### config.mk
export PLATFORM = sky130hd
export DESIGN_NAME = fir_lowpass_100_tap
export DESIGN_NICKNAME = d
export VERILOG_FILES = /design/src/rtl/core/fir_lp_pkg.sv /design/src/rtl/core/fir_lowpass_100_tap.sv
export SDC_FILE = /design/constraint.sdc
export NUM_CORES = 2
export LEC_CHECK = 0
export ABC_AREA = 1
export BUFFER_PORTS_ARGS = -buffer_cell sky130_fd_sc_hd__buf_4
export CAP_MARGIN = 0
export CORE_ASPECT_RATIO = 2
export CORE_MARGIN = 5
export CORE_UTILIZATION = 35
export DETAILED_ROUTE_END_ITERATION = 7
export PLACE_DENSITY = 0.49
export SLEW_MARGIN = 40
export SYNTH_ARGS = -nofsm -noshare
export SYNTH_HDL_FRONTEND = slang
export SYNTH_SLANG_ARGS = --single-unit
### constraint.sdc
create_clock -name clk -period 20 [get_ports clk]
set_clock_uncertainty 0.05 [all_clocks]
set_input_delay 2 -clock clk [delete_from_list [all_inputs] [get_ports clk]]
set_output_delay 2 -clock clk [all_outputs]
set_load 0.005 [all_outputs]
### src/rtl/core/fir_lp_pkg.sv
// Package for the 100-tap low-pass FIR filter: payload types, widths and
// the fixed Q1.15 coefficient table with its lookup function.
// No dependencies; used by fir_lowpass_100_tap.
package fir_lp_pkg;

  localparam int SAMPLE_W     = 16;
  localparam int COEF_W       = 16;
  localparam int COEF_COUNT   = 100;
  localparam int COEF_AW      = $clog2(COEF_COUNT);
  // Tap index width covering the largest supported tap count (256)
  localparam int COEF_IDX_W   = 8;
  localparam int TAPS_DEFAULT = 100;
  // Exact sum: 256 products of 16x16 bits fit with ample headroom
  localparam int ACC_W        = 40;

  typedef struct packed {
    logic signed [SAMPLE_W-1:0] sample_in;
    logic                       last_in_block;
  } sample_t;

  typedef struct packed {
    logic signed [SAMPLE_W-1:0] sample_out;
    logic                       last_out;
  } result_t;

  // Hamming-window low-pass coefficients, Q1.15
  localparam logic signed [COEF_W-1:0] COEF_Q15 [COEF_COUNT] = '{
      16'sd10,    16'sd3,     16'sd0,    -16'sd7,   -16'sd10,
     -16'sd16,   -16'sd23,   -16'sd29,   -16'sd33,   -16'sd36,
     -16'sd39,   -16'sd36,   -16'sd29,   -16'sd16,    16'sd0,
      16'sd20,    16'sd46,    16'sd72,    16'sd98,    16'sd121,
      16'sd138,   16'sd147,   16'sd147,   16'sd131,   16'sd102,
      16'sd59,    16'sd0,    -16'sd69,   -16'sd147,  -16'sd229,
     -16'sd308,  -16'sd377,  -16'sd426,  -16'sd452,  -16'sd446,
     -16'sd400,  -16'sd311,  -16'sd177,   16'sd0,     16'sd220,
      16'sd475,   16'sd763,   16'sd1068,  16'sd1380,  16'sd1684,
      16'sd1973,  16'sd2232,  16'sd2444,  16'sd2602,  16'sd2703,
      16'sd2736,  16'sd2703,  16'sd2602,  16'sd2444,  16'sd2232,
      16'sd1973,  16'sd1684,  16'sd1380,  16'sd1068,  16'sd763,
      16'sd475,   16'sd220,   16'sd0,    -16'sd177,  -16'sd311,
     -16'sd400,  -16'sd446,  -16'sd452,  -16'sd426,  -16'sd377,
     -16'sd308,  -16'sd229,  -16'sd147,  -16'sd69,    16'sd0,
      16'sd59,    16'sd102,   16'sd131,   16'sd147,   16'sd147,
      16'sd138,   16'sd121,   16'sd98,    16'sd72,    16'sd46,
      16'sd20,    16'sd0,    -16'sd16,   -16'sd29,   -16'sd36,
     -16'sd39,   -16'sd36,   -16'sd33,   -16'sd29,   -16'sd23,
     -16'sd16,   -16'sd10,   -16'sd7,     16'sd0,     16'sd3
  };

  // Coefficient of tap k; taps past the table are zero
  function automatic logic signed [COEF_W-1:0] coef_at(input logic [COEF_IDX_W-1:0] k);
    logic signed [COEF_W-1:0] c;
    c = '0;
    if (k < COEF_IDX_W'(COEF_COUNT)) begin
      c = COEF_Q15[k[COEF_AW-1:0]];
    end
    return c;
  endfunction

endpackage

### src/rtl/core/fir_lowpass_100_tap.sv
// Top level of the TAPS-tap low-pass FIR filter with one shared
// multiply-accumulate and a circular history memory.
// Depends on fir_lp_pkg for payload types, widths and coefficients.
//
// Usage:
//   Input channel (sample_valid / sample_ready / sample) carries one Q1.15
//   sample and a last-of-block flag per transaction. Output channel
//   (result_valid / result_ready / result) returns one rounded, saturated
//   Q1.15 sample per input, in order, with the flag echoed.
//   From acceptance to the result register, each sample takes one
//   multiply-accumulate per tap, fed by one read a cycle from the history
//   memory's read port; then the pipeline drains and the result is loaded.
//   The input is not ready while a sample is in flight; it is ready again
//   in the cycle after the result is loaded, so the next sample is taken as
//   soon as the previous result sits in the output register, even while
//   the receiver stalls it.
//   If the receiver stalls, a finished sum waits until the output register
//   frees up; the history is updated only when the result is loaded.
//   Reset empties the history (fill count to zero) at once; no clearing
//   pass is needed. A sample flagged last-of-block empties the history the
//   same way after its own result is formed.
module fir_lowpass_100_tap #(
  parameter int TAPS = fir_lp_pkg::TAPS_DEFAULT
) (
  input  logic                 clk,
  input  logic                 rst,
  input  logic                 sample_valid,
  output logic                 sample_ready,
  input  fir_lp_pkg::sample_t  sample,
  output logic                 result_valid,
  input  logic                 result_ready,
  output fir_lp_pkg::result_t  result
);

  localparam int HL  = TAPS - 1;
  localparam int AW  = (HL > 1) ? $clog2(HL) : 1;
  localparam int KW  = $clog2(TAPS);
  localparam int FW  = $clog2(HL + 1);
  localparam int SW  = fir_lp_pkg::SAMPLE_W;
  localparam int CW  = fir_lp_pkg::COEF_W;
  localparam int PW  = SW + CW;
  localparam int AccW = fir_lp_pkg::ACC_W;
  localparam int YW  = AccW - 15;

  localparam logic [1:0] ST_IDLE  = 2'd0;
  localparam logic [1:0] ST_ISSUE = 2'd1;
  localparam logic [1:0] ST_DRAIN = 2'd2;
  localparam logic [1:0] ST_FIN   = 2'd3;

  localparam logic [AW-1:0]        ADDR_LAST = AW'(HL - 1);
  localparam logic [KW-1:0]        K_LAST    = KW'(TAPS - 1);
  localparam logic [FW-1:0]        FILL_FULL = FW'(HL);
  localparam logic signed [YW-1:0] Y_MAX     = YW'(32767);
  localparam logic signed [YW-1:0] Y_MIN     = YW'(-32768);

  // History memory, newest entry just below wptr
  logic [SW-1:0] mem [HL];
  logic [SW-1:0] rd_data;

  logic [1:0]    state;
  logic [KW-1:0] k;
  logic [AW-1:0] raddr;
  logic [AW-1:0] wptr;
  logic [FW-1:0] fill;

  logic signed [SW-1:0] x;
  logic                 x_last;

  // Pipeline: stage 1 (memory read, coefficient), stage 2 (product)
  logic                 v1;
  logic                 first1;
  logic                 ok1;
  logic signed [CW-1:0] coef1;
  logic                 v2;
  logic signed [PW-1:0] prod;
  logic signed [AccW-1:0] acc;

  logic signed [SW-1:0]   operand;
  logic signed [AccW-1:0] rsum;
  logic signed [YW-1:0]   y;
  logic signed [SW-1:0]   y_sat;
  logic                   load_out;
  logic                   issue;

  assign sample_ready = (state == ST_IDLE);
  assign issue        = (state == ST_ISSUE);
  assign load_out     = (state == ST_FIN) && (!result_valid || result_ready);

  // Select tap operand: current sample for tap 0, zero past the fill count
  always_comb begin
    if (first1) begin
      operand = x;
    end else if (ok1) begin
      operand = $signed(rd_data);
    end else begin
      operand = '0;
    end
  end

  // Round to nearest (ties up) and saturate
  always_comb begin
    rsum = acc + AccW'(16384);
    y    = rsum[AccW-1:15];
    if (y > Y_MAX) begin
      y_sat = 16'sh7fff;
    end else if (y < Y_MIN) begin
      y_sat = 16'sh8000;
    end else begin
      y_sat = y[SW-1:0];
    end
  end

  // Sequencer
  always_ff @(posedge clk) begin
    if (rst) begin
      state <= ST_IDLE;
      k     <= '0;
      wptr  <= '0;
      fill  <= '0;
    end else begin
      case (state)
        ST_IDLE: begin
          if (sample_valid) begin
            k     <= '0;
            state <= ST_ISSUE;
          end
        end
        ST_ISSUE: begin
          k <= k + KW'(1);
          if (k == K_LAST) begin
            state <= ST_DRAIN;
          end
        end
        ST_DRAIN: begin
          if (!v1 && !v2) begin
            state <= ST_FIN;
          end
        end
        ST_FIN: begin
          if (load_out) begin
            state <= ST_IDLE;
            if (x_last) begin
              fill <= '0;
            end else begin
              wptr <= (wptr == ADDR_LAST) ? '0 : wptr + AW'(1);
              if (fill != FILL_FULL) begin
                fill <= fill + FW'(1);
              end
            end
          end
        end
        default: begin
          state <= ST_IDLE;
        end
      endcase
    end
  end

  // Capture the incoming sample; walk the read pointer from newest to oldest
  always_ff @(posedge clk) begin
    if (sample_valid && sample_ready) begin
      x      <= sample.sample_in;
      x_last <= sample.last_in_block;
      raddr  <= (wptr == '0) ? ADDR_LAST : wptr - AW'(1);
    end else if (issue && k != '0) begin
      raddr <= (raddr == '0) ? ADDR_LAST : raddr - AW'(1);
    end
  end

  // History memory: one read port, one write port
  always_ff @(posedge clk) begin
    if (issue && k != '0) begin
      rd_data <= mem[raddr];
    end
    if (load_out && !x_last) begin
      mem[wptr] <= x;
    end
  end

  // Pipeline valids
  always_ff @(posedge clk) begin
    if (rst) begin
      v1 <= 1'b0;
      v2 <= 1'b0;
    end else begin
      v1 <= issue;
      v2 <= v1;
    end
  end

  // Stage 1 payload: coefficient and entry validity
  always_ff @(posedge clk) begin
    first1 <= (k == '0);
    ok1    <= (k <= KW'(fill));
    coef1  <= fir_lp_pkg::coef_at(fir_lp_pkg::COEF_IDX_W'(k));
  end

  // Stage 2 multiply, stage 3 accumulate
  always_ff @(posedge clk) begin
    prod <= coef1 * operand;
    if (sample_valid && sample_ready) begin
      acc <= '0;
    end else if (v2) begin
      acc <= acc + AccW'(prod);
    end
  end

  // Output register
  always_ff @(posedge clk) begin
    if (rst) begin
      result_valid <= 1'b0;
    end else if (load_out) begin
      result_valid <= 1'b1;
    end else if (result_ready) begin
      result_valid <= 1'b0;
    end
  end

  always_ff @(posedge clk) begin
    if (load_out) begin
      result.sample_out <= y_sat;
      result.last_out   <= x_last;
    end
  end

endmodule
==> flow_metrics.env <==
export IMPL_max_slew_margin_pct=34.76
export IMPL_async_flop_share_pct=0
export IMPL_seq_area_frac_synth_pct=62.39
export IMPL_rsz0062_at_grt="no"
export IMPL_syn_num_nets=7976
export IMPL_grt_use_met2_pct=43.62
export IMPL_gp_congestion=1.015
export IMPL_die_area_sq_um=246400
export IMPL_placementRows=252
export IMPL_postSynthAreaPerCell_sq_um=10.91
export IMPL_io_pins=40
export IMPL_start_util_pct=35.12
export IMPL_synthCells=7573
export IMPL_setup_viol=0
export IMPL_hp_class="reg2reg"
export IMPL_track_usage_pct=22.80
export IMPL_r2r_end="prod[31]"
export IMPL_timing_rr_start="first1"
export IMPL_cts_setup_buffers=0
export IMPL_grt_max_degree=188
export IMPL_drc=0
export IMPL_path_cells="nor2_1 > inv_1 > o22ai_2 > inv_1 > nor2_1 > inv_1 > fa_1 > fa_1 > inv_1 > fa_1 > inv_1 > fa_1 > fa_1 > inv_1 > fa_1 > ha_1 > nand2_1 > nor3_1 > nand2_1 > nor4_1 > nand2_1 > nand2_1 > xor2_1"
export IMPL_clock_latency_ps=830
export IMPL_gr_total_overflow=0
export IMPL_synth_edf_count=1641
export IMPL_fmax_ghz=0.1383
export IMPL_grt_busiest_layer="met2"
export IMPL_placed_cells=10460
export IMPL_cp_max_fo=10
export IMPL_grt_pass1_wl_um=413200
export IMPL_path_clk_slew_ps=70
export IMPL_crit_slowest_cell="fa_1"
export IMPL_tightest_slew_ps=968.4
export IMPL_numPortBuffers=39
export IMPL_status="finished, final reports clean"
export IMPL_grtUsageMet3_pct=2.443
export IMPL_finalCriticalPeriod_ps=7233
export IMPL_min_period_over_period_pct=36.17
export IMPL_ys_warn_count=0
export IMPL_r2r_cells=23
export IMPL_yosys_most_used_dff="edfxtp_1"
export IMPL_endpoint_kind="flip-flop"
export IMPL_r2r_slack_ps=12770
export IMPL_drive_above_1_share_pct=7.000
export IMPL_clockRootBuffer="clkbuf_16"
export IMPL_max_stage_delay_ps=670
export IMPL_required_ps=20700
export IMPL_arrival_ps=7930
export IMPL_post_layout_nonfiller_instances=10750
export IMPL_grt_pass1_vias=58770
export IMPL_hp_start="v1"
export IMPL_startpoint_type="flip-flop"
export IMPL_avgRoutedWirePerCell_um=26.84
export IMPL_syn_cell_area_sq_um=82610
export IMPL_drv_cap=0
export IMPL_met1_usage_pct=22.43
export IMPL_synthDistinctLibCells=52
export IMPL_cts_resized=0
export IMPL_tritoncts="yes"
export IMPL_path_depth=23
export IMPL_drt_wl_total_um=288500
export IMPL_die_h_um=697.1
export IMPL_drt_antenna_violating_nets=0
export IMPL_via_per_inst=5.378
export IMPL_setup_tns_ps=0
export IMPL_dr_first_iter_drc_count=4189
export IMPL_vias=57820
export IMPL_hpwl_um=193200
export IMPL_worstSetupPathType="reg2reg"
export IMPL_hold_viol_final=0
export IMPL_chipWidth_um=353.5
export IMPL_h_tree_depth=4
export IMPL_design_core_area_sq_um=235200
export IMPL_crit_buf_inv=6
export IMPL_critPathTopFamily="adder cells"
export IMPL_cts_made_buffers=164
export IMPL_clockBufferDepth=4
export IMPL_ctsHoldBuffers=0
export IMPL_peakVddDrop_uv=91.51
export IMPL_firstDrtPassIters=6
export IMPL_clock_sink_count=1754
export IMPL_synth_seq_cells=1754
export IMPL_fin_nets=7986
export IMPL_worstHoldEndpoint="v2"
export IMPL_p_leak_nw=33.37
export IMPL_antenna_found_initial=5
export IMPL_p_per_area_nw_per_um2=142.5
export IMPL_syn_to_final_growth_pct=11.33
export IMPL_drv_slew=0
export IMPL_whs_path_depth=2
## worst register-to-register path, cell delays in order (launching register included)
cell,delay [ps]
dfxtp_1,390
nor2_1,440
inv_1,250
o22ai_2,460
inv_1,190
nor2_1,260
inv_1,150
fa_1,540
fa_1,670
inv_1,140
fa_1,520
inv_1,50
fa_1,470
fa_1,510
inv_1,50
fa_1,450
ha_1,350
nand2_1,140
nor3_1,400
nand2_1,150
nor4_1,190
nand2_1,80
nand2_1,100
xor2_1,140
## state kept, by name, indices dropped and copies added (netlist names)
signal	count
k	7
first1	1
wptr	7
v1	1
raddr	7
acc	40
result_valid	1
prod	32
x_last	1
result	17
v2	1
x	16
rd_data	16
ok1	1
fill	7
mem	1584
coef1	13
state	2
## stage by stage
stage               power, W  setup WS, ps  instance area [sq um]  util, %  hold slack, ps
floorplan           0.007880         13130                  82610        -           360.1
CTS                  0.01321         12660                  91860    39.05           400.9
detailed placement   0.01003         12610                  86640    36.83           392.3
finish               0.01311         12770                  91970    39.10           393.8
global route         0.01383         12220                  91970    39.10           409.8
global placement    0.009991         12380                  86560    36.80           387.9
## where the power goes
group | total [W] | leakage (nW) | internal (W) | switching [W]
logic | 0.00549 | 15.1 | 0.00151 | 0.00399
registers | 0.00444 | 15.7 | 0.00429 | 0.000149
clock network | 0.00317 | 2.56 | 0.00176 | 0.00141
## cells in the final DEF, fill, tap and decap left out, drive strengths merged, types with 6 or more instances in the layout
cell type	netlist	final
edfxtp	1641	1641
clkbuf	197	197
o211ai	76	76
o22ai	285	285
o31ai	10	10
a21oi	227	227
o21ai	879	879
nand3	357	357
dfxtp	113	113
o221ai	21	21
nand4	29	29
nor3	29	29
clkinv	9	70
nor2	1253	1253
a31oi	16	16
inv	558	561
o21bai	10	10
bufinv	0	16
fa	233	233
xnor2	17	17
xor2	51	51
a22oi	7	7
buf	209	250
ha	149	149
clkinvlp	0	6
nand2	1148	1148
## synth_stat cells (all sizes together), types with 4 or more instances
master  number  share of area, %
a21o         5             0.045
nor4         4             0.030
buf        209               1.4
o31ai       10             0.091
nor3        29              0.18
nand2     1148               5.2
fa         233               5.6
nor2      1253               5.7
o211ai      76              0.69
o21a         4             0.036
a21oi      227               1.4
ha         149               2.3
xor2        51              0.54
xnor2       17              0.18
or2          5             0.038
o21bai      10             0.091
a31oi       16              0.12
nand3      357               2.2
o221ai      21              0.22
a211oi       4             0.036
o21ai      879               5.3
o22ai      285               2.2
nor3b        4             0.036
edfxtp    1641                60
a22oi        7             0.064
dfxtp      113               2.7
clkbuf     197              0.90
clkinv       9             0.041
nand4       29              0.22
a221oi       4             0.042
inv        558               2.5
## worst max-delay path by stage
stage | from | end | slack (ps)
6_report | first1 | prod[31] | 12770
5_1_grt | first1 | prod[31] | 12220
4_1_cts | first1 | prod[31] | 12660
3_5_place_dp | first1 | prod[28] | 12610
3_3_place_gp | ok1 | prod[31] | 12380
2_1_floorplan | x[10] | prod[31] | 13130
## cell families after synthesis
| family | count (synthesis) | share of synthesized area (%) |
|---|---|---|
| multiplexers | 1 | 0.01212 |
| AO/OA/AOI/OAI | 1562 | 10.46 |
| flip-flops | 1754 | 62.39 |
| adder cells (fa/ha/maj) | 382 | 7.903 |
| buffers and inverters | 973 | 4.848 |
| AND/OR/NAND/NOR | 2833 | 13.66 |
| XOR/XNOR | 68 | 0.7210 |
## layout make-up
cell class / count / area (sq um)
Clock buffer: 197 / 4353
Fill cell: 22770 / 143200
Antenna cell: 3 / 7.507
Inverter: 567 / 2151
Clock inverter: 86 / 869.6
Multi-Input combinational cell: 4846 / 27160
Sequential cell: 1754 / 51540
Timing Repair Buffer: 250 / 2071
Tap cell: 3048 / 3814
## metal layers
| layer | vias to the layer above | wire (um) | share of wire (%) |
|---|---|---|---|
| li1 | 26290 | - | - |
| met1 | 29090 | 95010 | 33 |
| met2 | 1725 | 156200 | 54 |
| met3 | 719 | 11020 | 3.8 |
| met4 | 2 | 26340 | 9.1 |
| met5 | - | 12 | 0.0042 |
Note: power is estimated with default switching activity, not from simulation.
